File: src/hdl/msbr_pkg.sv
// Shared types and constants of the MSB-first bitstream reader.
package msbr_pkg;

  // Ring store geometry
  localparam int unsigned BufDepth = 4096;
  localparam int unsigned AddrW    = $clog2(BufDepth);
  localparam int unsigned CntW     = AddrW + 1;

  // Operation codes
  localparam logic [2:0] OpPush   = 3'd0;
  localparam logic [2:0] OpGet    = 3'd1;
  localparam logic [2:0] OpSkip   = 3'd2;
  localparam logic [2:0] OpSave   = 3'd3;
  localparam logic [2:0] OpRewind = 3'd4;

  // Status codes
  localparam logic [1:0] StOk   = 2'd0;
  localparam logic [1:0] StNeed = 2'd1;
  localparam logic [1:0] StFull = 2'd2;

  typedef struct packed {
    logic [2:0] operation;
    logic [7:0] data_byte;
    logic [5:0] bit_count;
  } req_t;

  typedef struct packed {
    logic [31:0] field_value;
    logic [1:0]  status;
  } rsp_t;

  // Controller states, one-hot
  typedef enum logic [3:0] {
    CtlIdle   = 4'b0001,
    CtlDecode = 4'b0010,
    CtlFetch  = 4'b0100,
    CtlFinish = 4'b1000
  } ctl_state_e;

  // Commands from controller to datapath
  typedef struct packed {
    logic latch;
    logic decode;
    logic fetch;
    logic finish;
  } ctl_cmd_t;

  // Status from datapath to controller
  typedef struct packed {
    logic need_fetch;
    logic fetch_last;
  } dp_sts_t;

endpackage

File: src/hdl/msbr_ctrl.sv
// Controller state machine of the bitstream reader.
module msbr_ctrl (
  input  logic             clk_i,
  input  logic             rst_ni,
  input  logic             start,
  input  msbr_pkg::dp_sts_t sts_i,
  output msbr_pkg::ctl_cmd_t cmd_o,
  output logic             busy
);
  import msbr_pkg::*;

  ctl_state_e state_q, state_d;

  // Advance through decode, byte fetch and finish
  always_comb begin
    state_d = state_q;
    case (state_q)
      CtlIdle: begin
        if (start) state_d = CtlDecode;
      end
      CtlDecode: begin
        state_d = sts_i.need_fetch ? CtlFetch : CtlIdle;
      end
      CtlFetch: begin
        if (sts_i.fetch_last) state_d = CtlFinish;
      end
      CtlFinish: begin
        state_d = CtlIdle;
      end
      default: begin
        state_d = CtlIdle;
      end
    endcase
  end

  always_ff @(posedge clk_i or negedge rst_ni) begin
    if (!rst_ni) begin
      state_q <= CtlIdle;
    end else begin
      state_q <= state_d;
    end
  end

  // Drive datapath commands
  always_comb begin
    cmd_o.latch  = (state_q == CtlIdle) && start;
    cmd_o.decode = (state_q == CtlDecode);
    cmd_o.fetch  = (state_q == CtlFetch);
    cmd_o.finish = (state_q == CtlFinish);
  end

  assign busy = (state_q != CtlIdle);

endmodule

File: config.mk
export PLATFORM = sky130hd
export DESIGN_NAME = msbr_ctrl
export DESIGN_NICKNAME = d
export VERILOG_FILES = /design/src/hdl/msbr_pkg.sv /design/src/hdl/msbr_ctrl.sv
export SDC_FILE = /design/constraint.sdc
export NUM_CORES = 1
export LEC_CHECK = 0
export BUFFER_PORTS_ARGS = -buffer_cell sky130_fd_sc_hd__buf_4
export CORE_AREA = 2 2 39 41
export DETAILED_ROUTE_END_ITERATION = 7
export DIE_AREA = 0 0 41 43
export GPL_TIMING_DRIVEN = 1
export PLACE_DENSITY_LB_ADDON = 0.25
export SLEW_MARGIN = 25
export SYNTH_ARGS = -nofsm -noshare
export SYNTH_HDL_FRONTEND = slang
export SYNTH_SLANG_ARGS = --single-unit
File: constraint.sdc
create_clock -name clk_i -period 4 [get_ports clk_i]
set_input_delay 0.6 -clock clk_i [delete_from_list [all_inputs] [get_ports clk_i]]
set_output_delay 0.6 -clock clk_i [all_outputs]
set_load 0.01 [all_outputs]
==> results of run 1 <==
## critical path, cell delays in order, from the launching register on
cell and delay (ns):
dfstp_2 0.59, or4b_4 0.48, nor2_1 0.10, buf_4 0.12
## metrics by stage
step / util / cell area (um2) / cells / hold WS (ns) / setup slack (ns)
6_report: 0.244 / 338 / 49 / 0.144 / 1.86
5_1_grt: 0.244 / 338 / 49 / 0.133 / 1.79
4_1_cts: 0.244 / 338 / 49 / 0.136 / 1.85
3_5_place_dp: 0.225 / 312 / 45 / 0.396 / 2.12
3_3_place_gp: 0.225 / 312 / 45 / 0.395 / 2.13
2_1_floorplan: - / 224 / 20 / 0.304 / 2.16
## worst paths after layout
kind	endpoint	from	depth (start not counted)	slack, ns
setup / recovery	cmd_o[3]	state_q[0]	3	1.86
hold / removal	state_q[1]	rst_ni	1	0.14
setup reg to reg	state_q[1]	state_q[0]	2	2.74
hold reg to reg	state_q[2]	state_q[3]	1	0.53
max in group asynchronous	state_q[0]	rst_ni	1	3.67
min in group clk_i	state_q[2]	state_q[3]	1	0.53
## cell families after synthesis
kind of cell,after synthesis,synth area share
buffers and inverters,2,0.0335
AND/OR/NAND/NOR,12,0.447
flip-flops,4,0.453
AO/OA/AOI/OAI,2,0.0671
## area by class of cell
class / count / area (um2) / share of cell area
clock buffers: 4 / 26.3 / 0.0778
multi-input cells: 14 / 115 / 0.341
well taps: 16 / 20.0 / 0.0593
repair buffers: 9 / 67.6 / 0.200
flip-flops and latches: 4 / 101 / 0.300
inverters: 2 / 7.51 / 0.0222
## Yosys cell counts
library cell and number:
a211oi_1 1, o31ai_1 1, nor4_1 1, nor4b_1 2, or4b_4 1, nand3b_1 1, nor3b_1 1, or3b_1 1
inv_1 2, dfstp_2 1, dfrtp_1 3, and4bb_2 2, and2_1 1, nor2_1 2
## report_power, final
| part | switching, mW | internal [mW] | total (mW) |
|---|---|---|---|
| Sequential | 0.0153 | 0.0512 | 0.0665 |
| Combinational | 0.0185 | 0.0334 | 0.0519 |
| Clock | 0.0192 | 0.0376 | 0.0568 |
| Total | 0.0529 | 0.122 | 0.175 |
## per-layer routing
metal	vias to the layer above	global-route usage	share of wire
li1	104	-	-
met1	96	0.0782	0.42
met2	8	0.0938	0.47
met3	0	0.0471	0.10
met4	0	0.0200	0
met5	-	0	0
==> flow_metrics.tcl, run 1 <==
set metrics [dict create \
    status "finished clean" \
    clk_pin_slew_ns 0.04 \
    die_w_um 41 \
    diodes 0 \
    clk_latency_ns 0.24 \
    via_count 208 \
    ant_nets 0 \
    p_leak_nw 0.145 \
    rows 14 \
    antenna_found_initial 0 \
    via_per_inst 4.24 \
    drc_errors 0 \
    drive_gt1_frac 0.485 \
    yosys.area.top_type_share 0.335 \
    min-delay-path-class "input port to asynchronous set/reset pin" \
    routed_wl_um 510 \
    worstSetupPathType "register to primary output" \
    cts_tree "built" \
    crit_arrival_ns 1.54 \
    regMostFlops "state_q" \
    h-tree-depth 1 \
    place_congestion 0.590 \
    seq_area_frac_synth 0.453 \
    syn_inst 20 \
    max_slew_margin 0.781 \
    drt_first_pass_iters 2 \
    wl_per_cell_um 10.4 \
    start_kind "register" \
    syn_nets 25 \
    core_um2 1380 \
    yosysWarnings 0 \
    final_cell_mix "buf_4, clkbuf_4, dfrtp_1" \
    die_h_um 43 \
    finalCritPeriodShare 0.534 \
    post_cts_buffers 0 \
    grt_max_degree 10 \
    avgSynthCellArea_um2 11.2 \
    synthTopCellsByArea "dfrtp_1, dfstp_2, and4bb_2" \
    start_util 0.162 \
    rsz0062_at_grt "no" \
    clockBufferDepth 2 \
    synth.distinct_cells 14 \
    synth-seq-cells 4 \
    worstPathRequired_ns 3.40 \
    p_per_area_nw_per_um2 518 \
    hold_viol 0 \
    maxCapViolations 0 \
    cts_sinks 4 \
    root_buffer "clkbuf_4" \
    setup-violations-final 0 \
    syn2layout_area_growth_pct 50.8 \
    drt-initial-drc-count 2 \
    worst_slew_pin_slew_ns 0.323 \
    cts_resized 0 \
    finalSetupTns_ns 0 \
    final.min_clock_period_ns 2.14 \
    fillers 155 \
    synth_top_area_cell "dfrtp_1" \
    grt_overflow 0 \
    worstPathMaxFanout 8 \
    portBuffers 9 \
    hold_buffers 0 \
    p_total_uw 175 \
    worstSetupEndpointType "primary output" \
    fmax_mhz 468 \
    grt.total_usage 0.0665 \
    top_regs "state_q: 4 flops" \
    final_common_cell "buf_4" \
    skew_ns 0.000782 \
    fin_nets 39 \
    largest_reg_flops 4 \
    finalMaxSlewViolations 0 \
    vdd_drop_max_uv 154 \
    mappedNetlistArea_um2 224 \
    grt_pass1_wl_um 779 \
    boundaryPins 10 \
    cts_buffers 3 \
    grt_pass1_vias 198 \
    die_area_um2 1760 \
]
Power figures use the tool's default switching activity.
==> run 2: changes to the inputs <==
clock period = 1.9 ns   (was 4 ns; I/O delays follow)
==> flow_metrics.tcl, run 2 (synthesis results as in run 1) <==
set metrics [dict create \
    status "finished clean" \
    maxCapViolations 0 \
    post_cts_buffers 0 \
    crit_family "simple AND/OR/NAND/NOR gates" \
    final.min_clock_period_ns 1.80 \
    finalSetupTns_ns 0 \
    clockBufferDepth 2 \
    worstSetupPathType "register to primary output" \
    grt_overflow 0 \
    grt_pass1_vias 187 \
    largest_reg_flops 4 \
    cts_buffers 3 \
    grt_pass1_wl_um 786 \
    boundaryPins 10 \
    via_per_inst 4.18 \
    dp_hpwl_um 407 \
    fillers 150 \
    final_common_cell "buf_4" \
    wl_met2_um 250 \
    clk_latency_ns 0.24 \
    routed_wl_um 514 \
    start_kind "register" \
    core_um2 1380 \
    cts_resized 0 \
    rrSetupSlack_ns 0.69 \
    worstPathMaxFanout 8 \
    place_congestion 0.599 \
    critPathBufInv 1 \
    worstSetupEndpointType "primary output" \
    antenna_found_initial 0 \
    vdd_drop_max_uv 291 \
    p_total_uw 368 \
    setup-violations-final 0 \
    drive_gt1_frac 0.471 \
    slowest_stage "dfstp_2" \
    cts_tree "built" \
    h-tree-depth 1 \
    root_buffer "clkbuf_4" \
    layout_setup_ws_ns 0.0995 \
    start_util 0.162 \
    finalMaxSlewViolations 0 \
    die_area_um2 1760 \
    clk_pin_slew_ns 0.03 \
    highest_layer "met3" \
    skew_ns 0.00972 \
    fin_util 0.251 \
    critPathMaxStageDelay_ns 0.58 \
    via_count 209 \
    hold_viol 0 \
    max_slew_margin 0.778 \
    min-delay-path-class "input port to register" \
    p_leak_nw 0.149 \
    met3WireLength_um 22 \
    reg2reg_from "state_q[0]" \
    crit_end "cmd_o[3]" \
    grt.total_usage 0.0694 \
    syn2layout_area_growth_pct 55.3 \
    fin_nets 40 \
    worstPathRequired_ns 1.62 \
    r2r-end "state_q[1]" \
    detailedPlace.worstSlack_ns 0.340 \
    drc_errors 0 \
    drt-initial-drc-count 3 \
    grt_max_degree 10 \
    fmax_mhz 555 \
    p_per_area_nw_per_um2 1060 \
    r2r_cells 2 \
    top_regs "state_q: 4 flops" \
    cts_sinks 4 \
    rsz0062_at_grt "no" \
    regMostFlops "state_q" \
    rows 14 \
    crit_chain "or4b_4 -> nor2_1 -> buf_4" \
    crit_arrival_ns 1.52 \
    crit_start "state_q[0]" \
    diodes 0 \
    worst-path-stages 3 \
    die_w_um 41 \
    final_cell_mix "buf_4, clkbuf_4, dfrtp_1" \
    wl_per_cell_um 10.3 \
    finalCritPeriodShare 0.948 \
    wl_met1_um 240 \
    portBuffers 9 \
    die_h_um 43 \
    worst_slew_pin_slew_ns 0.328 \
    drt_first_pass_iters 2 \
    ant_nets 0 \
]
run 2: layer usage:
metal | up-vias | track usage
li1 | 105 | -
met1 | 99 | 0.0841
met2 | 5 | 0.0969
met3 | 0 | 0.0471
met4 | 0 | 0.0200
met5 | - | 0
run 2: area by class of cell:
type | instances | area (um2) | area share
repair buffers | 10 | 77.6 | 0.223
inverters | 2 | 7.51 | 0.0216
multi-input cells | 14 | 115 | 0.331
well taps | 16 | 20.0 | 0.0576
flip-flops and latches | 4 | 101 | 0.291
clock buffers | 4 | 26.3 | 0.0755
run 2: power by group:
group          total (mW)  internal [mW]  switching (mW)
Clock               0.117         0.0790          0.0377
Sequential          0.140          0.108          0.0320
Combinational       0.112         0.0717          0.0400
run 2: how the worst min path moves through the flow:
| stage | slack [ns] | depth (start not counted) | from | endpoint |
|---|---|---|---|---|
| global route | 0.28 | 2 | sts_i[0] | state_q[3] |
| floorplan | -0.01 | 0 | rst_ni | state_q[1] |
| finish | 0.28 | 2 | sts_i[0] | state_q[3] |
| CTS | 0.28 | 2 | sts_i[0] | state_q[3] |
| global placement | 0.08 | 1 | rst_ni | state_q[1] |
| detailed placement | 0.08 | 1 | rst_ni | state_q[1] |
run 2: through the flow:
step / area, um2 / instances / hold WS [ns]
2_1_floorplan: 224 / 20 / -0.0106
3_3_place_gp: 312 / 45 / 0.0825
3_5_place_dp: 312 / 45 / 0.0833
4_1_cts: 348 / 50 / 0.279
5_1_grt: 348 / 50 / 0.276
6_report: 348 / 50 / 0.284
run 2: what timing repair did:
item,in CTS,in global routing
setup endpoints to repair,0,0
endpoints found under the hold margin,3,0
hold buffers,1,0
